<file path="config.mk">
export PLATFORM = sky130hd
export DESIGN_NAME = tgmf_fifo
export DESIGN_NICKNAME = d
export VERILOG_FILES = /design/src/rtl/tgmf_pkg.sv /design/src/rtl/tgmf_fifo.sv
export SDC_FILE = /design/constraint.sdc
export NUM_CORES = 1
export LEC_CHECK = 0
export BUFFER_PORTS_ARGS = -buffer_cell sky130_fd_sc_hd__buf_2
export CAP_MARGIN = 20
export CORE_ASPECT_RATIO = 0.5
export CORE_MARGIN = 4
export CORE_UTILIZATION = 52
export CTS_CLUSTER_SIZE = 10
export DETAILED_ROUTE_END_ITERATION = 10
export GPL_ROUTABILITY_DRIVEN = 0
export PLACE_DENSITY = 0.81
export SLEW_MARGIN = 40
export SYNTH_ARGS = -nofsm -noshare
export SYNTH_HDL_FRONTEND = slang
export SYNTH_SLANG_ARGS = --single-unit
</file>
<file path="constraint.sdc">
create_clock -name clk -period 7.65 [get_ports clk]
set_clock_uncertainty 0.1 [all_clocks]
set_input_delay 1.53 -clock clk [delete_from_list [all_inputs] [get_ports clk]]
set_output_delay 1.53 -clock clk [all_outputs]
set_load 0.02 [all_outputs]
</file>
<file path="src/rtl/tgmf_pkg.sv">
// Shared types and constants of the tile grid motion filter.
package tgmf_pkg;

	localparam int PW = 20;
	localparam int IW = 12;
	localparam int CELL_ROW_W = 7;
	localparam int CELL_COL_W = 9;

	localparam logic [3:0] SIDE_TOP    = 4'b0001;
	localparam logic [3:0] SIDE_BOTTOM = 4'b0010;
	localparam logic [3:0] SIDE_LEFT   = 4'b0100;
	localparam logic [3:0] SIDE_RIGHT  = 4'b1000;

	localparam logic OP_WRITE  = 1'b0;
	localparam logic OP_FILTER = 1'b1;

	typedef struct packed {
		logic                  op;
		logic [CELL_ROW_W-1:0] cell_row;
		logic [CELL_COL_W-1:0] cell_col;
		logic [3:0]            cell_flags;
		logic [10:0]           rect_x;
		logic [8:0]            rect_y;
		logic [6:0]            rect_w;
		logic [6:0]            rect_h;
		logic signed [3:0]     move_dx;
		logic signed [3:0]     move_dy;
	} req_t;

	typedef struct packed {
		logic signed [3:0] allowed_dx;
		logic signed [3:0] allowed_dy;
	} rsp_t;

	typedef struct packed {
		logic              scan;
		logic [IW-1:0]     line;
		logic [IW-1:0]     first;
		logic [IW-1:0]     last;
		logic [3:0]        mask;
		logic signed [3:0] hit_val;
		logic signed [3:0] pass_val;
	} axis_t;

	typedef struct packed {
		logic                  is_write;
		logic [CELL_ROW_W-1:0] wr_row;
		logic [CELL_COL_W-1:0] wr_col;
		logic [3:0]            wr_flags;
		axis_t                 x;
		axis_t                 y;
	} cmd_t;

	typedef enum logic [2:0] {
		ST_CLEAR,
		ST_IDLE,
		ST_SCAN_X,
		ST_SCAN_Y,
		ST_DRAIN,
		ST_DONE
	} back_state_t;

endpackage

</file>
<file path="src/rtl/tgmf_fifo.sv">
// Two-entry command queue between the classifier and the scan engine.
module tgmf_fifo (
	input  logic            clk,
	input  logic            arst_n,
	input  logic            push_valid,
	output logic            push_ready,
	input  tgmf_pkg::cmd_t  push_data,
	output logic            pop_valid,
	input  logic            pop_ready,
	output tgmf_pkg::cmd_t  pop_data
);

	tgmf_pkg::cmd_t mem_q [2];
	logic           wp_q;
	logic           rp_q;
	logic [1:0]     cnt_q;
	logic           push;
	logic           pop;

	assign push_ready = (cnt_q != 2'd2);
	assign pop_valid  = (cnt_q != 2'd0);
	assign pop_data   = mem_q[rp_q];
	assign push       = push_valid && push_ready;
	assign pop        = pop_valid && pop_ready;

	always_ff @(posedge clk) begin
		if (push) begin
			mem_q[wp_q] <= push_data;
		end
	end

	always_ff @(posedge clk or negedge arst_n) begin
		if (!arst_n) begin
			wp_q  <= 1'b0;
			rp_q  <= 1'b0;
			cnt_q <= 2'd0;
		end else begin
			if (push) begin
				wp_q <= ~wp_q;
			end
			if (pop) begin
				rp_q <= ~rp_q;
			end
			if (push && !pop) begin
				cnt_q <= cnt_q + 2'd1;
			end else if (pop && !push) begin
				cnt_q <= cnt_q - 2'd1;
			end
		end
	end

endmodule

</file>
* After elaboration in Yosys (flattened, before gate mapping)
Memories as Yosys holds them, arrays and structs flattened. Index checks and enable logic that the tools add are counted.
Word-level totals: output and inout port bits 121, memories 1, flip-flop bits (word level) 4, input port bits 123, memory bits (writable) 238
Operators by class: eq/ne operators 1, $add $sub $neg 2, bitwise gates (word level) 2, multiplexer cells 4, reductions and logical operators 8
Memories:
- mem_q | depth 2, bits a word 119, read ports 1, clocked after memory_dff 0, write ports 1, line tgmf_fifo.sv:13 | tgmf_pkg::cmd_t mem_q [2];
Operators with widths (count):
- $logic_and A1 B1 Y1 | 4
- $mux W2 | 2
- $reduce_bool A2 Y1 | 2
- $add A2 B1 Y2 const B | 1
- $logic_not A1 Y1 | 2
- $mux W1 | 2
- $ne A2 B2 Y1 const B | 1
- $not A1 Y1 | 2
- $sub A2 B1 Y2 const B | 1

* Longest topological paths before layout
Gate-level depths: netlist of the first run.
depth in word-level cells 6, mapped depth 7

* Worst setup path before layout of the first run
Ideal clock, no wire load.
path kind input -> register, start point input port push_valid, end point memory mem_q[0][0] in the netlist's numbering (enable), library setup time 0.599 ns, data arrival time 6.573 ns, data required time 6.951 ns, cell stages on the path 2, path slack 0.378 ns, cell sequence nand2_1 -> nor2_1
On the way: word-level cells in the longest chain between the ends 3
Ends and longest elaborated chain:
- start, declared | line tgmf_fifo.sv:5 | input logic push_valid,
- $logic_and A1 B1 Y1 | line tgmf_fifo.sv:23 | assign push = push_valid && push_ready;
- $mux W1 | line tgmf_fifo.sv:27 | if (push) begin
- $mux W1 (implied by the code) | line tgmf_fifo.sv:28 | mem_q[wp_q] <= push_data;
- end, declared | line tgmf_fifo.sv:13
No other way between the ends.

==> run summary, run 1 <==
Count of final setup violators: 0
Core area: 16500 µm²
# fillers: 1094
Largest net degree at the start of global routing: 77
Hold buffer count at cts: 0
Syn Inst Count: 388
First-pass GRT wire length: 25800 µm
Leak Pwr: 4.13 nW
Rows: 33
Antenna-violating nets left: 0
Placed cell count: 850
Ys Warns: 0
Required @ worst endpoint: 6.02 ns
Endpoints failing hold: 0
RSZ-0062 raised after global routing: false
Achievable frequency: 236 MHz
Vias: 4567
Actual transition at the worst max-transition pin: 0.778 ns
Slowest cell on crit path: dfrtp_4
Setup bufs post-CTS: 0
Final Max Slew Viols: 0
Initial antenna violation count: 3
Hold Crit Class: reg -> reg
I/O Buffers: 243
Max transition margin: 48.2%
Share of power burned in registers: 43.2%
Synth unique cells: 14
Post-Syn Area: 8810 µm²
Post-CTS Resized: 0
CTS Sinks: 242
Met3 WL post-DR: 779 µm
Top cell family by delay on the critical path: flip-flops
Top sig layer: met4
Sequential share of the synthesized area: 82.2%
Sw frac: 31.9%
Syn nets: 512
Buf/Inv on CP: 2
Number of global-route vias before repair: 4932
Total power: 4.47 mW
Max clock buf depth: 3
Layout cell share with drive strength beyond 1: 60.4%
Data arrival, critical path: 2.61 ns
Syn Area/Cell: 22.7 µm²
Chip Height: 100 µm
Routed wire per std cell: 18.9 µm
Logic pwr share: 31.2%
Max-Cap Viols: 0
# DRC: 0
Worst Path Max Fanout: 76
Cell Count, Final, Fillers Out: 894
Initial Util: 53.5%
Crit-path max cell delay: 0.82 ns
Status: finished, final reports clean
Final wirelength: 16900 µm
Period minus WS final: 4.24 ns
Ports: 244
Nets: 777
Wire length on met2: 9340 µm
Pwr/cell area: 405 nW/µm²
Worst-Skew Late Latency: 0.51 ns
Post-Route Setup TNS: 0 ns
Crit share post-route: 55.4%
M1 WL: 6180 µm
Initial DRT Pass Iterations: 4
VDD IR max: 0.000269 V
Overflow after GRT: 0
Root Driver: clkbuf_16
Area Overhead vs Synth: 25.2%
Cts bufs inserted: 28
Design internal power: 3.04 mW
P_sw: 1.43 mW
Die area: 19200 µm²
Chip width: 192 µm
Clk pwr share: 25.6%
Htree depth: 1
Post-DP HPWL: 11400 µm
CP Capture Type: output pin
FF+latch count, synth: 242
Worst-path clk slew: 0.05 ns
1st-iter DRT viols: 151
Critical path type: reg -> out
Via-per-instance ratio: 5.11
CTS tree: done
GRT Total Usage: 17.3%
Worst-path cell chain: buf_6, mux2_2, buf_2
Crit start category: register
[flip-flops by register name, indices dropped and copies added (netlist names)]
| name | cells |
|---|---|
| cnt_q | 2 |
| rp_q | 1 |
| wp_q | 1 |
| mem_q | 238 |
[per-stage QoR]
step                      cell area [µm²]  hold slack [ns]  utilization (%)  setup slack [ns]
after floorplan                      8810            0.356                -             0.378
after global placement              10200            0.378             62.1              3.64
after detailed placement            10300            0.417             62.2              3.91
after CTS                           11000            0.431             66.9              3.37
after global routing                11000            0.459             67.0              3.27
final                               11000            0.426             67.0              3.41
[placed cells by master (no fill, tap or decap)]
| cell | n |
|---|---|
| and3_4 | 1 |
| buf_12 | 1 |
| buf_2 | 243 |
| buf_4 | 3 |
| buf_6 | 1 |
| clkbuf_1 | 11 |
| clkbuf_16 | 29 |
| dfrtp_1 | 3 |
| dfrtp_4 | 1 |
| diode_2 | 3 |
| edfxtp_1 | 238 |
| ha_1 | 1 |
| inv_1 | 1 |
| inv_6 | 1 |
| mux2_2 | 119 |
| nand2_1 | 2 |
| nand2b_1 | 1 |
| nor2_1 | 1 |
| nor2_4 | 1 |
| or2_2 | 1 |
| xnor2_1 | 3 |
| xor2_1 | 2 |
[cells in the mapped netlist (all sizes together)]
master | instances | area [µm²]
and3 | 1 | 6.26
buf | 13 | 134
dfrtp | 4 | 100
edfxtp | 238 | 7150
ha | 1 | 12.5
inv | 1 | 3.75
mux2 | 119 | 1340
nand2 | 2 | 7.51
nand2b | 1 | 6.26
nor2 | 2 | 7.51
or2 | 1 | 6.26
xnor2 | 3 | 26.3
xor2 | 2 | 17.5
[metal layers]
layer | GRT usage, % | vias to the layer above
li1 | - | 2079
met1 | 19.9 | 2304
met2 | 32.0 | 141
met3 | 3.27 | 43
met4 | 7.23 | 0
met5 | 0 | -
[cells by family after synthesis]
family,after synthesis,share of synthesized area [%]
DFF,242,82.2
xor gates and xnor gates,5,0.497
adders and majority gates,1,0.142
buffers and inverters,14,1.56
muxes,119,15.2
and+or+nand+nor,7,0.383
[path summary, 6_finish.rpt]
path                                      start                    end  slack, ns  cells after the start
max                            rp_q$_DFFE_PN0P_            pop_data[6]       3.41                      3
min                        cnt_q[0]$_DFFE_PN0P_   cnt_q[0]$_DFFE_PN0P_       0.43                      1
max reg2reg                cnt_q[0]$_DFFE_PN0P_  mem_q[0][2]$_DFFE_PP_       5.29                      4
min reg2reg                cnt_q[0]$_DFFE_PN0P_   cnt_q[0]$_DFFE_PN0P_       0.43                      1
max in group asynchronous                arst_n       rp_q$_DFFE_PN0P_       6.59                      1
min in group asynchronous                arst_n   cnt_q[0]$_DFFE_PN0P_       0.71                      1
[layout make-up]
class | instances | area (µm²) | area share (%)
diodes | 3 | 7.51 | 0.0680
clock buffers | 40 | 767 | 6.95
clock inverters | 1 | 8.76 | 0.0794
inverters | 1 | 3.75 | 0.0340
multi-input cells | 132 | 1440 | 13.1
flip-flops and latches | 242 | 7250 | 65.7
well taps | 227 | 284 | 2.57
repair buffers | 248 | 1270 | 11.5
[power groups by stage]
stage                     combinational [mW]  sequential (mW)  clock, mW
after global routing                    1.48             1.96       1.24
after global placement                  1.39             1.94          0
final                                   1.40             1.93       1.14
after detailed placement                1.41             1.96          0
after CTS                               1.42             1.94       1.17
after floorplan                         1.05             1.93          0
[worst register-to-register path: cells and delay by family (launching register included)]
| family | cells | cell delay, ns |
|---|---|---|
| AND/OR/NAND/NOR | 3 | 0.72 |
| buffers and inverters | 1 | 0.70 |
| flip-flops | 1 | 0.40 |
Note: power is estimated with default switching activity, not from simulation.
==> run 2: changes to the inputs <==
- CORE_UTILIZATION: 52 -> 47
- PLACE_DENSITY: 0.81 -> 0.78
- clock period: 7.65 -> 3.83 ns (I/O delays scaled with it)
==> run 2 against run 1 <==
Compared with the run above:
- worst hold slack got worse by 0.090 ns
- register-to-register slack got worse by 3.5 ns
- final area increased by 0.98%
- largest power group unchanged
- largest cell class unchanged
- first-iteration DRC count increased by 54%
- die area increased by 10%
- critical path type unchanged
- combinational power increased by 110%
- wire length increased by 4.4%
==> run summary, run 2 (synthesis results as in run 1) <==
Layout cell share with drive strength beyond 1: 60.6%
Ports: 244
Routed wire per std cell: 19.4 µm
Worst setup margin: 0.670 ns
Commonest non-fill, non-tap cells in the layout: buf_2, edfxtp_1, mux2_2, clkbuf_16, clkbuf_1
Worst-path cell chain: buf_4, mux2_2, buf_2
Leak Pwr: 4.18 nW
CP Capture Type: output pin
Design internal power: 6.14 mW
Rows: 35
Actual transition at the worst max-transition pin: 0.577 ns
Buf/Inv on CP: 2
Critical path type: reg -> out
Initial antenna violation count: 3
Worst Path Max Fanout: 39
Max-Cap Viols: 0
Vias: 4548
Cts bufs inserted: 28
Hold Slack: 0.336 ns
Most common cell after layout, fill and taps aside: buf_2
Worst-path clk slew: 0.06 ns
Achievable frequency: 316 MHz
CTS tree: done
Status: finished, final reports clean
Cell area after layout: 11100 µm²
GRT Total Usage: 16.3%
Largest register by flop count: mem_q
Root Driver: clkbuf_16
Required @ worst endpoint: 2.96 ns
Number of global-route vias before repair: 4979
Via-per-instance ratio: 4.99
Post-DP HPWL: 11900 µm
Max transition margin: 61.5%
Pre-CTS setup slack: 1.19 ns
Count of final setup violators: 0
# fillers: 1359
Max clock buf depth: 3
# DRC: 0
Endpoints failing hold: 0
Area Overhead vs Synth: 26.4%
Final wirelength: 17700 µm
Antenna-violating nets left: 0
CTS Sinks: 242
RSZ-0062 raised after global routing: false
Data arrival, critical path: 2.29 ns
Biggest regs: mem_q: 238 flops, cnt_q: 2 flops
Logic pwr share: 32.0%
Cell Count, Final, Fillers Out: 912
Post-Route Setup TNS: 0 ns
Chip Height: 105 µm
Share of power burned in registers: 42.5%
Sw frac: 32.0%
Largest net degree at the start of global routing: 93
First-pass GRT wire length: 27300 µm
Nets: 783
Multi-input gate area: 1440 µm²
Crit share post-route: 82.5%
Placed cell count: 867
Slowest cell on crit path: dfrtp_4
Final Max Slew Viols: 0
Chip width: 202 µm
DP Area: 10300 µm²
Hold Crit Class: in -> reg
Initial DRT Pass Iterations: 4
Htree depth: 1
Core area: 18400 µm²
Register area: 7250 µm²
Crit start category: register
Crit-path max cell delay: 0.79 ns
Number of flip-flops in the largest register: 238
Overflow after GRT: 0
1st-iter DRT viols: 232
Worst-Skew Late Latency: 0.51 ns
Total power: 9.03 mW
VDD IR max: 0.000643 V
Pwr/cell area: 810 nW/µm²
I/O Buffers: 243
Period minus WS final: 3.16 ns
Util after Layout: 60.6%
Top cell family by delay on the critical path: flip-flops
Clk pwr share: 25.4%
Initial Util: 47.9%
Die area: 21100 µm²
P_sw: 2.89 mW
-- run 2: cell count changes in the layout (fill, tap and decap cells not counted), sizes merged --
cell         previous run  this run
buf                   248       253
diode                   3         2
dlygate4sd3             0         1
-- run 2: metal layers --
metal	GRT usage (%)	vias to the layer above	part of all wire [%]
met5	0	-	0.11
met4	5.02	2	2.7
met3	3.66	42	4.4
met2	31.3	106	56
met1	18.2	2305	37
li1	-	2093	-
-- run 2: worst register-to-register path, cell delays in order (launching register included) --
cell and delay [ns]:
dfrtp_1 0.40, nand2b_1 0.18, and3_4 0.52, buf_12 0.27, buf_12 0.24
-- run 2: power groups by stage --
stage / sequential, mW / combinational (mW) / clock (mW)
floorplan: 3.79 / 2.10 / 0
finish: 3.84 / 2.89 / 2.29
CTS: 3.85 / 2.93 / 2.35
detailed placement: 3.90 / 2.91 / 0
global route: 3.91 / 3.07 / 2.48
global placement: 3.87 / 2.88 / 0
-- run 2: layout make-up --
class | instances | share of cell area [%]
multi-input cells | 132 | 12.9
flip-flops and latches | 242 | 65.1
diodes | 2 | 0.0449
clock buffers | 40 | 6.88
well taps | 240 | 2.70
clock inverters | 1 | 0.0786
repair buffers | 254 | 12.2
inverters | 1 | 0.0337
-- run 2: final timing paths --
path	endpoint	startpoint	cells after the start	slack [ns]
min in group asynchronous	wp_q$_DFFE_PN0P_	arst_n	2	0.48
max reg2reg	mem_q[1][67]$_DFFE_PP_	cnt_q[0]$_DFFE_PN0P_	4	1.81
max in group asynchronous	rp_q$_DFFE_PN0P_	arst_n	2	3.02
min reg2reg	cnt_q[1]$_DFFE_PN0P_	cnt_q[1]$_DFFE_PN0P_	1	0.40
min	mem_q[0][43]$_DFFE_PP_	push_data[43]	1	0.34
max	pop_data[105]	rp_q$_DFFE_PN0P_	3	0.67
-- run 2: what timing repair did --
| item | 4_1_cts | 5_1_grt |
|---|---|---|
| gates resized for setup | 0 | 0 |
| setup buffers | 0 | 0 |
| endpoints found under the hold margin | 4 | 0 |
| setup endpoints to repair | 0 | 0 |
| hold buffers | 1 | 0 |
