<file path="src/rtl/tgmf_pkg.sv">
// Shared types and constants of the tile grid motion filter.
package tgmf_pkg;

	localparam int PW = 20;
	localparam int IW = 12;
	localparam int CELL_ROW_W = 7;
	localparam int CELL_COL_W = 9;

	localparam logic [3:0] SIDE_TOP    = 4'b0001;
	localparam logic [3:0] SIDE_BOTTOM = 4'b0010;
	localparam logic [3:0] SIDE_LEFT   = 4'b0100;
	localparam logic [3:0] SIDE_RIGHT  = 4'b1000;

	localparam logic OP_WRITE  = 1'b0;
	localparam logic OP_FILTER = 1'b1;

	typedef struct packed {
		logic                  op;
		logic [CELL_ROW_W-1:0] cell_row;
		logic [CELL_COL_W-1:0] cell_col;
		logic [3:0]            cell_flags;
		logic [10:0]           rect_x;
		logic [8:0]            rect_y;
		logic [6:0]            rect_w;
		logic [6:0]            rect_h;
		logic signed [3:0]     move_dx;
		logic signed [3:0]     move_dy;
	} req_t;

	typedef struct packed {
		logic signed [3:0] allowed_dx;
		logic signed [3:0] allowed_dy;
	} rsp_t;

	typedef struct packed {
		logic              scan;
		logic [IW-1:0]     line;
		logic [IW-1:0]     first;
		logic [IW-1:0]     last;
		logic [3:0]        mask;
		logic signed [3:0] hit_val;
		logic signed [3:0] pass_val;
	} axis_t;

	typedef struct packed {
		logic                  is_write;
		logic [CELL_ROW_W-1:0] wr_row;
		logic [CELL_COL_W-1:0] wr_col;
		logic [3:0]            wr_flags;
		axis_t                 x;
		axis_t                 y;
	} cmd_t;

	typedef enum logic [2:0] {
		ST_CLEAR,
		ST_IDLE,
		ST_SCAN_X,
		ST_SCAN_Y,
		ST_DRAIN,
		ST_DONE
	} back_state_t;

endpackage

</file>
<file path="src/rtl/tgmf_front.sv">
// Front end: accepts transactions and turns them into write or scan commands.
module tgmf_front #(
	parameter int CELL_WIDTH_LOG2  = 2,
	parameter int CELL_HEIGHT_LOG2 = 2,
	parameter int GRID_COLUMNS     = 512,
	parameter int GRID_ROWS        = 128
) (
	input  logic            clk,
	input  logic            arst_n,
	input  logic            req_valid,
	output logic            req_ready,
	input  tgmf_pkg::req_t  req,
	input  logic            clear_busy,
	output logic            cmd_valid,
	input  logic            cmd_ready,
	output tgmf_pkg::cmd_t  cmd
);

	localparam int PW = tgmf_pkg::PW;
	localparam int IW = tgmf_pkg::IW;
	localparam logic signed [PW-1:0] MAP_W = PW'(GRID_COLUMNS << CELL_WIDTH_LOG2);
	localparam logic signed [PW-1:0] MAP_H = PW'(GRID_ROWS << CELL_HEIGHT_LOG2);
	localparam logic signed [PW-1:0] LIM_X = PW'(1 << CELL_WIDTH_LOG2);
	localparam logic signed [PW-1:0] LIM_Y = PW'(1 << CELL_HEIGHT_LOG2);

	tgmf_pkg::req_t req_s1;
	logic           valid_s1;
	logic           push;

	assign push      = valid_s1 && cmd_ready;
	assign cmd_valid = valid_s1;
	assign req_ready = !clear_busy && (!valid_s1 || push);

	always_ff @(posedge clk) begin
		if (req_valid && req_ready) begin
			req_s1 <= req;
		end
	end

	always_ff @(posedge clk or negedge arst_n) begin
		if (!arst_n) begin
			valid_s1 <= 1'b0;
		end else if (req_valid && req_ready) begin
			valid_s1 <= 1'b1;
		end else if (push) begin
			valid_s1 <= 1'b0;
		end
	end

	always_comb begin
		logic signed [PW-1:0] x;
		logic signed [PW-1:0] y;
		logic signed [PW-1:0] w;
		logic signed [PW-1:0] h;
		logic signed [PW-1:0] dx;
		logic signed [PW-1:0] dy;
		logic signed [PW-1:0] x2;
		logic signed [PW-1:0] y2;
		logic signed [PW-1:0] nx;
		logic signed [PW-1:0] ny;
		logic signed [PW-1:0] t;
		logic [IW-1:0]        r0;
		logic [IW-1:0]        r1;
		logic [IW-1:0]        c0;
		logic [IW-1:0]        c1;

		x  = PW'(req_s1.rect_x);
		y  = PW'(req_s1.rect_y);
		w  = PW'(req_s1.rect_w);
		h  = PW'(req_s1.rect_h);
		if (req_s1.rect_w == '0) begin
			w = PW'(1);
		end
		if (req_s1.rect_h == '0) begin
			h = PW'(1);
		end
		dx = PW'(req_s1.move_dx);
		dy = PW'(req_s1.move_dy);
		if (dx > LIM_X) begin
			dx = LIM_X;
		end else if (dx < -LIM_X) begin
			dx = -LIM_X;
		end
		if (dy > LIM_Y) begin
			dy = LIM_Y;
		end else if (dy < -LIM_Y) begin
			dy = -LIM_Y;
		end
		x2 = x + w - PW'(1);
		y2 = y + h - PW'(1);
		r0 = IW'(y >>> CELL_HEIGHT_LOG2);
		r1 = IW'(y2 >>> CELL_HEIGHT_LOG2);
		c0 = IW'(x >>> CELL_WIDTH_LOG2);
		c1 = IW'(x2 >>> CELL_WIDTH_LOG2);
		nx = '0;
		ny = '0;
		t  = '0;

		cmd          = '0;
		cmd.is_write = (req_s1.op == tgmf_pkg::OP_WRITE);
		cmd.wr_row   = req_s1.cell_row;
		cmd.wr_col   = req_s1.cell_col;
		cmd.wr_flags = req_s1.cell_flags;

		cmd.x.first = r0;
		cmd.x.last  = r1;
		if (dx < 0) begin
			nx = x + dx;
			if (nx < 0) begin
				t = -x;
				cmd.x.pass_val = t[3:0];
			end else begin
				cmd.x.scan     = (nx >>> CELL_WIDTH_LOG2) != (x >>> CELL_WIDTH_LOG2);
				cmd.x.line     = IW'(nx >>> CELL_WIDTH_LOG2);
				cmd.x.mask     = tgmf_pkg::SIDE_RIGHT;
				t              = ((x >>> CELL_WIDTH_LOG2) <<< CELL_WIDTH_LOG2) - x;
				cmd.x.hit_val  = t[3:0];
				cmd.x.pass_val = dx[3:0];
			end
		end else if (dx > 0) begin
			nx = x2 + dx;
			if (nx >= MAP_W) begin
				t = MAP_W - PW'(1) - x2;
				if (t < 0) begin
					t = '0;
				end
				cmd.x.pass_val = t[3:0];
			end else begin
				cmd.x.scan     = (nx >>> CELL_WIDTH_LOG2) != (x2 >>> CELL_WIDTH_LOG2);
				cmd.x.line     = IW'(nx >>> CELL_WIDTH_LOG2);
				cmd.x.mask     = tgmf_pkg::SIDE_LEFT;
				t              = ((nx >>> CELL_WIDTH_LOG2) <<< CELL_WIDTH_LOG2) - PW'(1) - x2;
				cmd.x.hit_val  = t[3:0];
				cmd.x.pass_val = dx[3:0];
			end
		end

		cmd.y.first = c0;
		cmd.y.last  = c1;
		if (dy < 0) begin
			ny = y + dy;
			if (ny < 0) begin
				t = -y;
				cmd.y.pass_val = t[3:0];
			end else begin
				cmd.y.scan     = (ny >>> CELL_HEIGHT_LOG2) != (y >>> CELL_HEIGHT_LOG2);
				cmd.y.line     = IW'(ny >>> CELL_HEIGHT_LOG2);
				cmd.y.mask     = tgmf_pkg::SIDE_BOTTOM;
				t              = ((y >>> CELL_HEIGHT_LOG2) <<< CELL_HEIGHT_LOG2) - y;
				cmd.y.hit_val  = t[3:0];
				cmd.y.pass_val = dy[3:0];
			end
		end else if (dy > 0) begin
			ny = y2 + dy;
			if (ny >= MAP_H) begin
				t = MAP_H - PW'(1) - y2;
				if (t < 0) begin
					t = '0;
				end
				cmd.y.pass_val = t[3:0];
			end else begin
				cmd.y.scan     = (ny >>> CELL_HEIGHT_LOG2) != (y2 >>> CELL_HEIGHT_LOG2);
				cmd.y.line     = IW'(ny >>> CELL_HEIGHT_LOG2);
				cmd.y.mask     = tgmf_pkg::SIDE_TOP;
				t              = ((ny >>> CELL_HEIGHT_LOG2) <<< CELL_HEIGHT_LOG2) - PW'(1) - y2;
				cmd.y.hit_val  = t[3:0];
				cmd.y.pass_val = dy[3:0];
			end
		end
	end

endmodule

</file>
<file path="config.mk">
export PLATFORM = sky130hd
export DESIGN_NAME = tgmf_front
export DESIGN_NICKNAME = d
export VERILOG_FILES = /design/src/rtl/tgmf_pkg.sv /design/src/rtl/tgmf_front.sv
export SDC_FILE = /design/constraint.sdc
export NUM_CORES = 1
export LEC_CHECK = 0
export BUFFER_PORTS_ARGS = -buffer_cell sky130_fd_sc_hd__buf_2
export CORE_MARGIN = 2
export CORE_UTILIZATION = 55
export CTS_BUF_LIST = sky130_fd_sc_hd__clkbuf_4 sky130_fd_sc_hd__clkbuf_8 sky130_fd_sc_hd__clkbuf_16
export DETAILED_ROUTE_END_ITERATION = 10
export PLACE_DENSITY = 0.93
export RECOVER_POWER = 50
export SYNTH_ARGS = -nofsm -noshare
export SYNTH_HDL_FRONTEND = slang
export SYNTH_SLANG_ARGS = --single-unit
</file>
<file path="constraint.sdc">
create_clock -name clk -period 11.7 [get_ports clk]
set_input_delay 2.34 -clock clk [delete_from_list [all_inputs] [get_ports clk]]
set_output_delay 2.34 -clock clk [all_outputs]
set_load 0.005 [all_outputs]
</file>
Yosys cells after proc, flatten, opt, wreduce, memory -nomap -nowiden
Index checks and enable logic that the tools add are counted.

word-level totals
  bits in registers = 64
  logic and storage cells = 87

operators by class
  add/sub/neg operators = 18
  order comparisons = 14
  equality and inequality tests = 4
  multiplexer cells = 30
  bitwise logic cells = 1
  reductions and logical operators = 9

operator list
  operator                count
  $mux 13                 8
  $lt 20x1->1 const B     4
  $mux 20                 4
  $gt 20x1->1 const B     2
  $mux 12                 2
  $mux 4                  6
  $mux 7                  3
  $add 10x20->20          1
  $add 11x20->20          1
  $add 12x20->20          1
  $add 13x20->20          1
  $ge 20x11->1 const B    1
  $ge 20x13->1 const B    1
  $ne 18x10->1            1
  $ne 18x11->1            1
  $ne 18x8->1             1
  $ne 18x9->1             1
  $sub 4x4->4             4
  $logic_not 7->1         2
  $lt 14x1->1 const B     1
  $sub 12x13->14 const A  1
  $sub 12x1->13 const B   1
  $add 11x7->12           1
  $lt 12x1->1 const B     1
  18 further kinds        26

Longest topological paths before layout
Gate-level depths: netlist (run 1).

  depth after elaboration = 10
  depth in mapped cells = 23
  gate-level depth less buffers = 23

Worst setup path before layout (run 1)
OpenSTA, ideal clock, no wires.

  kind = reg2out
  from = reg req_s1[32] (netlist bit)
  to = out cmd[88] (netlist bit)
  arrival = 4295 ps
  data required time = 9360 ps
  path slack = 5065 ps
  stages on the path, launching flop included = 23
  cells stage by stage = edfxtp_1 inv_1 ha_1 inv_1 ha_1 fa_1 a21o_1 a221o_1 o41a_1 a21oi_1 o21bai_1 xnor2_1 inv_1 ha_1 inv_1 nand3_1 o21ai_0 a21o_1 a311oi_2 a21boi_2 nand2b_4 buf_6 o22ai_1

RTL lines
  element                 line              text
  start, declared         tgmf_front.sv:26  tgmf_pkg::req_t req_s1;
  start signal, assigned  tgmf_front.sv:36  req_s1 <= req;
  end, declared           tgmf_front.sv:16  output tgmf_pkg::cmd_t cmd

==> results.ini, run 1 <==
[global_routing]
grt_max_degree = 65
grt-ovfl-total = 0
grt_pass1_vias = 5969
track_usage_pct = 25.66
antenna_found_initial = 0
grt_pass1_wl_um = 27380

[floorplan]
die_h_um = 115.8
start_util_pct = 56.74
die-area_mm2 = 0.01340
num_rows = 40
die_x_um = 115.8
io_pins = 189
coreArea_mm2 = 0.01211

[timing]
final_hold_viol_count = 0
maxSlewHeadroom_pct = -126.1
fmax_ghz = 0.1294
setup_viol = 0
period_needed_ps = 7729
slew_viol_final = 65
rsz0062_at_grt = no
finClkSkew_ps = 5.792
finalCritPeriodShare_pct = 66.06
fin_setup_tns_ps = 0
worst_slew_pin_slew_ps = 3391

[setup_path]
worstSetupStartpointType = flop
worstPathCellList = nor4_1 -> a31oi_1 -> ha_1 -> inv_1 -> ha_1 -> inv_1 -> fa_1 -> nor2b_1 -> o21ai_0 -> a21oi_1 -> a211oi_1 -> nor3_1 -> xnor2_1 -> ha_1 -> and3_1 -> nand3_1 -> nand4b_1 -> o211a_1 -> a31oi_4 -> nand2_2 -> inv_2 -> o2bb2ai_1 -> buf_2
path_class = reg2out
cp-end-kind = primary output
critPathRequiredTime_ps = 9360
cp_slowest_stage_delay_ps = 410
cpMostUsedCell = ha_1
r2r-start = cmd_valid
path_max_fanout = 12
crit_buf_inv = 4
cp_slowest_cell = ha_1
arrival_ps = 5390
crit_path_start = req_s1[9]
critPathTopFamily = compound AO/OA/AOI/OAI gates

[clocking]
post_cts_buffers = 0
cts-root-buf = clkbuf_16
cts_buffers = 9
htreeDepth = 3
cts_hold_buffers = 0
cts_resized = 0
cts_sinks = 64
cts.clk_slew.worst_paths_ps = 60
clock_path_buffers = 2
clk_latency_ps = 330
cts_tree = yes

[yosys]
synth.largest_area_cell = edfxtp_1
synth.area.top_cells = edfxtp_1, ha_1, xnor2_1
synthFlopType = edfxtp_1
async_reset_ff_share_pct = 1.563
ys_ff_latch = 64
ys_seq_area_share_pct = 27.90
yosys_warnings = 0
ys_types = 83
syn_avg_cell_area_um2 = 9.236
synthTopCellsByCount = inv_1, ha_1, edfxtp_1
synth_edf_count = 63
syn_area_mm2 = 0.006872
yosys.area.top_type_share_pct = 27.53
synth_cells = 744
synth.most_common_cell = inv_1

[power_and_ir_drop]
powerDensity_mw_per_mm2 = 136.6
power_frac_comb_pct = 45.5
worst_ir_drop_vdd_mv = 0.1611
seqPwrFrac_pct = 25.3
clockPowerShare_pct = 29.1
p_leak_nw = 3.680
total_power_mw = 1.078
p_int_mw = 0.6899
swShare_pct = 35.99
switchingPower_mw = 0.3878

[cells_and_area]
layout-drive-gt1-share_pct = 22.49
fillers = 968
area_delta_synth_final_pct = 14.82
n_antenna_cell = 0
final_net_count = 1037

[hold_path]
worstHoldStart = cmd_valid
hold_class = reg2reg

[drt]
drc = 0
wirelength_um = 17390
viasPerCell = 5.792
drtIter0Drc = 440
num_vias = 6099
ant_nets = 0
wl_per_cell_um = 16.52
drt_first_pass_iters = 5

[run_status]
status = finished, violations left
violations = capacitance limit, slew limit

[placed_design]
dp_hpwl_um = 13770
port_buffers = 176
globalplace.congestion = 0.9788

[flow_run]
drv_cap = 1

[flip-flops by register name (all words and copies together) (netlist names)]
register	flops
cmd_valid	1
cmd	36
req_s1	27
[final cells by class]
type,instances,area [um^2],area share [%]
multi-input combinational,533,4194,53.16
sequential,64,1917,24.29
timing repair buffer,179,869.6,11.02
inverter,93,349.1,4.424
clock buffer,9,225.2,2.854
tap,168,210.2,2.664
clock inverter,7,125.1,1.586
[cell families (layout without fill, tap and decap cells)]
logic type / Yosys count / count (layout) / synth area share (%)
compound gates: 180 / 180 / 19.48
simple gates: 166 / 166 / 12.78
buf+inv: 158 / 288 / 11.69
fa+ha+maj: 89 / 89 / 16.64
xor+xnor: 83 / 83 / 11.00
flops: 64 / 64 / 27.89
mux: 3 / 3 / 0.4552
other cells: 1 / 12 / 0.05457
[layout by cell type (no fill, tap or decap), drive strengths merged, types with 8 or more instances in the layout]
cell / n
clkbuf: 33
and2: 8
o211ai: 8
o21ai: 25
and3: 9
a21oi: 31
edfxtp: 63
ha: 85
nor3: 16
xor2: 32
xnor2: 49
conb: 12
nand2: 40
nand3: 10
nor2: 31
inv: 96
o22ai: 18
buf: 155
nor2b: 13
a21o: 11
o21a: 9
[power groups by stage]
stage | logic (mW) | clock network (mW) | registers (mW)
after detailed placement | 0.479 | 0 | 0.276
after floorplan | 0.358 | 0 | 0.275
final | 0.491 | 0.314 | 0.273
after global placement | 0.467 | 0 | 0.276
after global routing | 0.536 | 0.327 | 0.274
after CTS | 0.485 | 0.318 | 0.272
[layer usage]
layer | global-route usage, % | routed length (um) | vias to the layer above
met4 | 12.38 | 586 | 0
met5 | 0 | 0 | -
met1 | 30.43 | 6903 | 2856
li1 | - | - | 2898
met2 | 45.26 | 8854 | 286
met3 | 4.184 | 1049 | 59
[worst paths after layout]
check | end | slack (ps) | depth (start not counted)
setup / recovery | cmd[36] | 3970 | 23
hold reg to reg | cmd_valid | 510 | 1
max in group asynchronous | cmd_valid | 9850 | 1
setup reg to reg | req_s1[13] | 8100 | 3
min in group asynchronous | cmd_valid | 1770 | 1
hold / removal | cmd_valid | 510 | 1
[worst register-to-register path: cells and delay by family (launching register included)]
family	cells	cell delay (ps)
buffers and inverters	1	2390
AND/OR/NAND/NOR	1	160
flip-flops	1	390
AO/OA/AOI/OAI	1	160
[through the flow]
step           hold slack [ps]  utilization (%)  std cells  setup slack, ps  cell area [um^2]
6_report                 509.7            65.14       1053             3971              7890
5_1_grt                  530.6            65.14       1053             3542              7890
4_1_cts                  508.6            65.42       1053             4092              7924
3_5_place_dp             495.7            62.53       1037             4464              7574
3_3_place_gp             485.2            62.53       1037             4490              7574
2_1_floorplan            496.2                -        755             5065              6913
Note: power is estimated with default switching activity, not from simulation.
==> inputs of run 2 (changes only) <==
--- a/config.mk
+++ b/config.mk
@@ -7,10 +7,10 @@
 export LEC_CHECK = 0
 export BUFFER_PORTS_ARGS = -buffer_cell sky130_fd_sc_hd__buf_2
 export CORE_MARGIN = 2
-export CORE_UTILIZATION = 55
+export CORE_UTILIZATION = 54
 export CTS_BUF_LIST = sky130_fd_sc_hd__clkbuf_4 sky130_fd_sc_hd__clkbuf_8 sky130_fd_sc_hd__clkbuf_16
 export DETAILED_ROUTE_END_ITERATION = 10
-export PLACE_DENSITY = 0.93
+export PLACE_DENSITY = 0.92
 export RECOVER_POWER = 50
 export SYNTH_ARGS = -nofsm -noshare
 export SYNTH_HDL_FRONTEND = slang
==> constraint.sdc (replaced) <==
create_clock -name clk -period 8.1 [get_ports clk]
set_input_delay 1.62 -clock clk [delete_from_list [all_inputs] [get_ports clk]]
set_output_delay 1.62 -clock clk [all_outputs]
set_load 0.005 [all_outputs]
==> run 2 against run 1 <==
- the run still ends with capacitance limit, slew limit left
- critical path type unchanged
- combinational power is 43% higher
- register-to-register slack worse by 2900 ps
- largest power group unchanged
- highest routed layer unchanged
- global-route usage shrank 2.2 points
- utilization is 2.3 points lower
- largest cell class unchanged
==> results.ini, run 2 (same netlist as run 1, synthesis figures left out) <==
[drt]
num_vias = 5989  ; -1.8%
drc = 0  ; unchanged
viasPerCell = 5.666  ; -2.2%
ant_nets = 0  ; unchanged
drt_first_pass_iters = 5  ; unchanged
wirelength_um = 16540  ; -4.9%
wl_per_cell_um = 15.64  ; -5.3%
drtIter0Drc = 435  ; -1.1%

[hold_path]
hold_class = reg2reg
hold_end = cmd_valid
worstHoldStart = cmd_valid
min_path_cells = 1  ; unchanged

[global_routing]
grt_max_degree = 37  ; -43%
grt_pass1_vias = 5483  ; -8.1%
track_usage_pct = 23.48  ; -2.2 points
grt_pass1_wl_um = 25410  ; -7.2%
antenna_found_initial = 0  ; unchanged
grt-ovfl-total = 0  ; unchanged

[power_and_ir_drop]
p_int_mw = 0.9631  ; +40%
power_frac_comb_pct = 46.3  ; +0.8 points
swShare_pct = 36.58  ; +0.60 points
p_leak_nw = 3.645  ; -0.94%
powerDensity_mw_per_mm2 = 193.1  ; +41%
seqPwrFrac_pct = 26.0  ; +0.7 points
worst_ir_drop_vdd_mv = 0.2530  ; +57%
clockPowerShare_pct = 27.7  ; -1.4 points
switchingPower_mw = 0.5555  ; +43%

[setup_path]
cp-end-kind = primary output
arrival_ps = 5410  ; +20 ps
rrSetupSlack_ps = 5180  ; -2920 ps
timing.rr.end = req_s1[7]
worstSetupStartpointType = flop
critPathRequiredTime_ps = 6480  ; -2880 ps
path_class = reg2out
r2r-start = cmd_valid
rr_worst_depth = 3  ; unchanged
path_max_fanout = 3  ; -9

[timing]
fin_setup_tns_ps = 0  ; unchanged
rsz0062_at_grt = no
final_hold_viol_count = 0  ; unchanged
finalCritPeriodShare_pct = 86.83
setup_viol = 0  ; unchanged
finClkSkew_ps = 5.141  ; -0.6514 ps
maxSlewHeadroom_pct = -23.08  ; +100 points
fmax_ghz = 0.1422
worst_slew_pin_slew_ps = 1845  ; -1546 ps
worst_hold_slack_ps = 510.5  ; +0.7900 ps
slew_viol_final = 30  ; -54%
period_needed_ps = 7033

[clocking]
cts.clk_slew.worst_paths_ps = 60  ; about the same
cts_hold_buffers = 0  ; unchanged
clock_path_buffers = 2  ; unchanged
cts_buffers = 9  ; unchanged
cts_sinks = 64  ; unchanged
cts_resized = 0  ; unchanged
htreeDepth = 3  ; unchanged
clk_latency_ps = 330  ; about the same
cts_tree = yes
post_cts_buffers = 0  ; unchanged
cts-root-buf = clkbuf_16

[floorplan]
start_util_pct = 54.90  ; -1.8 points
die_x_um = 116.8  ; +0.89%
die-area_mm2 = 0.01364  ; +1.8%
num_rows = 41  ; +2.5%
io_pins = 189  ; unchanged
die_h_um = 116.8  ; +0.89%
coreArea_mm2 = 0.01252  ; +3.3%

[cells_and_area]
layout-drive-gt1-share_pct = 21.58  ; -0.90 points
fillers = 1025  ; +5.9%
final_net_count = 1037  ; unchanged
area_delta_synth_final_pct = 14.46
largest_reg_flops = 36  ; unchanged
layout_common_cells = buf_2, inv_1, ha_1
final_common_cell = buf_2
n_antenna_cell = 0  ; unchanged
fin_area_mm2 = 0.007865  ; -0.32%

[run_status]
status = finished, violations left
violations = capacitance limit, slew limit

[placed_design]
dp_hpwl_um = 13260  ; -3.8%
globalplace.congestion = 0.9855  ; +0.68%
placed_cell_area_mm2 = 0.007579  ; about the same
port_buffers = 176  ; unchanged

[flow_run]
drv_cap = 1  ; unchanged

==> run 2: worst max-delay path, cell delays in order (launching register included) <==
cell	delay, ps
edfxtp_1	360
nor4_1	60
a31oi_1	220
ha_1	190
inv_1	40
ha_1	210
fa_1	430
a21o_1	190
a221o_1	320
o41a_1	350
a21oi_1	160
o21bai_1	80
xnor2_1	360
inv_1	120
ha_1	340
inv_1	90
nand3_1	80
o21ai_0	80
a21o_1	170
a311oi_2	430
mux2i_1	160
nor4b_1	400
o2bb2ai_1	110
buf_2	130
==> run 2: power groups by stage <==
stage / combinational (mW) / sequential [mW] / clock [mW]
2_1_floorplan: 0.517 / 0.397 / 0
3_3_place_gp: 0.671 / 0.400 / 0
3_5_place_dp: 0.687 / 0.401 / 0
4_1_cts: 0.694 / 0.394 / 0.430
5_1_grt: 0.769 / 0.397 / 0.440
6_report: 0.703 / 0.395 / 0.421
==> run 2: routing by layer <==
metal	GRT usage (%)	share of wire (%)
met1	28.75	40
met2	41.31	50
met3	4.583	7.0
met4	8.235	2.2
met5	0	0
==> run 2: worst max path at each step <==
stage,startpoint,end,slack [ps],cells past startpoint
floorplan,req_s1[32],cmd[88],2180,22
finish,req_s1[16],cmd[97],1070,23
global route,req_s1[9],cmd[36],690,23
detailed placement,req_s1[17],cmd[97],1460,23
global placement,req_s1[21],cmd[97],1580,23
CTS,req_s1[17],cmd[55],1090,24
==> run 2: final cells by class <==
class | count | area, um^2 | area share [%]
clock buffers | 9 | 225.2 | 2.864
clock inverters | 7 | 102.6 | 1.304
inverters | 93 | 349.1 | 4.438
multi-input cells | 533 | 4193 | 53.31
flip-flops and latches | 64 | 1917 | 24.37
well taps | 172 | 215.2 | 2.736
repair buffers | 179 | 863.3 | 10.98
==> run 2: stage by stage <==
step	power, mW	setup WS [ps]	cells	utilization (%)
after detailed placement	1.088	1465	1041	60.55
after CTS	1.518	1089	1057	63.16
final	1.519	1067	1057	62.83
after global placement	1.071	1578	1041	60.55
after global routing	1.606	690.1	1057	62.83
after floorplan	0.9140	2185	755	-
==> inputs of run 3 (changes only) <==
--- a/config.mk
+++ b/config.mk
@@ -6,8 +6,10 @@
 export NUM_CORES = 1
 export LEC_CHECK = 0
 export BUFFER_PORTS_ARGS = -buffer_cell sky130_fd_sc_hd__buf_2
+export CELL_PAD_IN_SITES_DETAIL_PLACEMENT = 2
+export CELL_PAD_IN_SITES_GLOBAL_PLACEMENT = 2
 export CORE_MARGIN = 2
-export CORE_UTILIZATION = 54
+export CORE_UTILIZATION = 32
 export CTS_BUF_LIST = sky130_fd_sc_hd__clkbuf_4 sky130_fd_sc_hd__clkbuf_8 sky130_fd_sc_hd__clkbuf_16
 export DETAILED_ROUTE_END_ITERATION = 10
 export PLACE_DENSITY = 0.92
==> run 3 against run 2 <==
- the run still ends with capacitance limit, slew limit left
- wire length increased by 48%
- register-to-register slack lost 1000 ps
- sequential share of layout area down 0.46 points
- via count is 2.5% higher
- design area up 1.9%
- sequential cell count stayed put
- combinational power up 7.0%
- setup slack worse by 430 ps
- fmax down 5.7%
- total power increased by 7.0%
- critical endpoint is now cmd[36]
==> results.ini, run 3 (same netlist as run 1, synthesis figures left out) <==
[run_status]
status = finished, violations left
violations = capacitance limit, slew limit

[floorplan]
die_x_um = 150.5  ; +29%
coreArea_mm2 = 0.02102  ; +68%
io_pins = 189  ; unchanged
die_h_um = 150.5  ; +29%
num_rows = 53  ; +29%
start_util_pct = 32.69  ; -22 points
die-area_mm2 = 0.02266  ; +66%

[setup_path]
rr_worst_depth = 3  ; unchanged
path_max_fanout = 12  ; +9
timing.rr.end = cmd[29]
r2r-start = cmd_valid
critPathRequiredTime_ps = 6480  ; about the same
crit_path_start = req_s1[9]
cp-end-kind = primary output
rrSetupSlack_ps = 4170  ; -1010 ps
worstSetupStartpointType = flop
path_class = reg2out
arrival_ps = 5840  ; +430 ps

[clocking]
clock_path_buffers = 2  ; unchanged
cts-root-buf = clkbuf_16
cts_sinks = 64  ; unchanged
clk_latency_ps = 350  ; +20 ps
cts_resized = 0  ; unchanged
cts.clk_slew.worst_paths_ps = 60  ; about the same
post_cts_buffers = 0  ; unchanged
cts_buffers = 9  ; unchanged
cts_tree = yes
htreeDepth = 3  ; unchanged
cts_hold_buffers = 0  ; unchanged

[cells_and_area]
n_antenna_cell = 0  ; unchanged
area_delta_synth_final_pct = 16.64
layout_common_cells = buf_2, inv_1, ha_1
layout-drive-gt1-share_pct = 21.47  ; -0.11 points
final_net_count = 1037  ; unchanged
largest_reg_flops = 36  ; unchanged
fillers = 2401  ; +130%
final_common_cell = buf_2

[flow_run]
drv_cap = 1  ; unchanged

[drt]
wl_per_cell_um = 21.16  ; +35%
drt_first_pass_iters = 4  ; -1
drc = 0  ; unchanged
drtIter0Drc = 225  ; -48%
wirelength_um = 24550  ; +48%
ant_nets = 0  ; unchanged
num_vias = 6139  ; +2.5%
viasPerCell = 5.292  ; -6.6%

[timing]
setup_viol = 0  ; unchanged
worst_slack_ps = 640.1  ; -427.0 ps
period_needed_ps = 7460  ; +427.0 ps
maxSlewHeadroom_pct = -146.1  ; -120 points
slew_viol_final = 65  ; +120%
rsz0062_at_grt = no
final_hold_viol_count = 0  ; unchanged
finalCritPeriodShare_pct = 92.10  ; +5.3 points
fmax_ghz = 0.1341  ; -5.7%
fin_setup_tns_ps = 0  ; unchanged
finClkSkew_ps = 8.172  ; +3.031 ps
worst_slew_pin_slew_ps = 3692  ; +1847 ps

[power_and_ir_drop]
p_int_mw = 1.005  ; +4.3%
powerDensity_mw_per_mm2 = 202.7  ; +5.0%
worst_ir_drop_vdd_mv = 0.1500  ; -41%
power_frac_comb_pct = 46.3  ; about the same
switchingPower_mw = 0.6198  ; +12%
p_leak_nw = 3.649  ; about the same
swShare_pct = 38.15  ; +1.6 points
clockPowerShare_pct = 29.3  ; +1.6 points
seqPwrFrac_pct = 24.4  ; -1.6 points

[placed_design]
port_buffers = 176  ; unchanged
dp_hpwl_um = 20070  ; +51%
globalplace.congestion = 0.8932  ; -9.4%
place_ws_ps = 1032  ; -433.0 ps

[global_routing]
track_usage_pct = 21.65  ; -1.8 points
top_usage_layer = met2
antenna_found_initial = 1  ; +1
gr-usage-met1_pct = 24.82  ; -3.9 points
grt_util_met2_pct = 38.84  ; -2.5 points
grt_pass1_wl_um = 37590  ; +48%
grt_max_degree = 65  ; +76%
use_met3_pct = 4.636  ; +0.053 points
grt-ovfl-total = 0  ; unchanged
grt_pass1_vias = 6723  ; +23%

[hold_path]
hold_end = cmd_valid
worstHoldStart = cmd_valid
hold_class = reg2reg
min_path_cells = 1  ; unchanged

==> run 3: cell types whose count changed in the layout (fill, tap and decap cells not counted) <==
cell        previous run  this run
and2_0                 2         1
buf_2                144       143
buf_1                  0         1
clkbuf_8               0         1
clkinvlp_4             1         2
and2_2                 0         1
clkbuf_1              32        33
clkinv_4               2         0
buf_4                  3         2
bufinv_16              2         3
inv_6                  2         1
==> run 3: power by group through the flow <==
stage,Clock [mW],Sequential [mW],Combinational [mW]
after floorplan,0,0.397,0.517
after global placement,0,0.400,0.700
after detailed placement,0,0.401,0.745
after CTS,0.485,0.394,0.753
after global routing,0.495,0.398,0.828
final,0.477,0.396,0.752
==> run 3: critical path, stage by stage (launching register included) <==
cell       delay [ps]
edfxtp_1          430
nor4_1            300
a31oi_1           160
ha_1              230
inv_1              70
ha_1              180
inv_1              60
fa_1              410
nor2b_1           130
o21ai_0           120
a21oi_1           260
a211oi_1           80
nor3_1            260
xnor2_1           280
ha_1              440
and3_1            250
nand3_1           110
nand4b_1          220
o211a_1           320
a31oi_4           340
nand2_2           270
inv_2             220
o2bb2ai_1         180
buf_2             170
==> run 3: how the worst max path moves through the flow <==
stage               endpoint  slack, ps
floorplan            cmd[88]       2180
finish               cmd[36]        640
global route         cmd[36]        320
detailed placement   cmd[36]       1030
global placement     cmd[85]       1410
CTS                  cmd[36]        670
==> run 3: routing by layer <==
layer  routed length (um)  part of all wire [%]
met5                   16                 0.065
met3                 1377                   5.6
met4                  778                   3.2
met1                 9770                    40
met2                12600                    51
==> run 3: metrics by stage <==
stage / utilization [%] / hold WS [ps] / cells / power (mW) / area, um^2
3_5_place_dp: 36.66 / 511.6 / 1144 / 1.146 / 7707
6_report: 38.13 / 521.4 / 1160 / 1.625 / 8015
2_1_floorplan: - / 496.2 / 755 / 0.9140 / 6913
4_1_cts: 38.34 / 527.5 / 1160 / 1.632 / 8060
3_3_place_gp: 36.66 / 489.6 / 1144 / 1.100 / 7707
5_1_grt: 38.13 / 549.5 / 1160 / 1.721 / 8015
==> run 3: layout make-up <==
type	count	area (um^2)	area share (%)
inverters	93	349.1	4.355
clock inverters	6	113.9	1.421
repair buffers	179	858.3	10.71
flip-flops and latches	64	1917	23.92
multi-input cells	533	4194	52.33
well taps	275	344.1	4.293
clock buffers	10	239.0	2.982
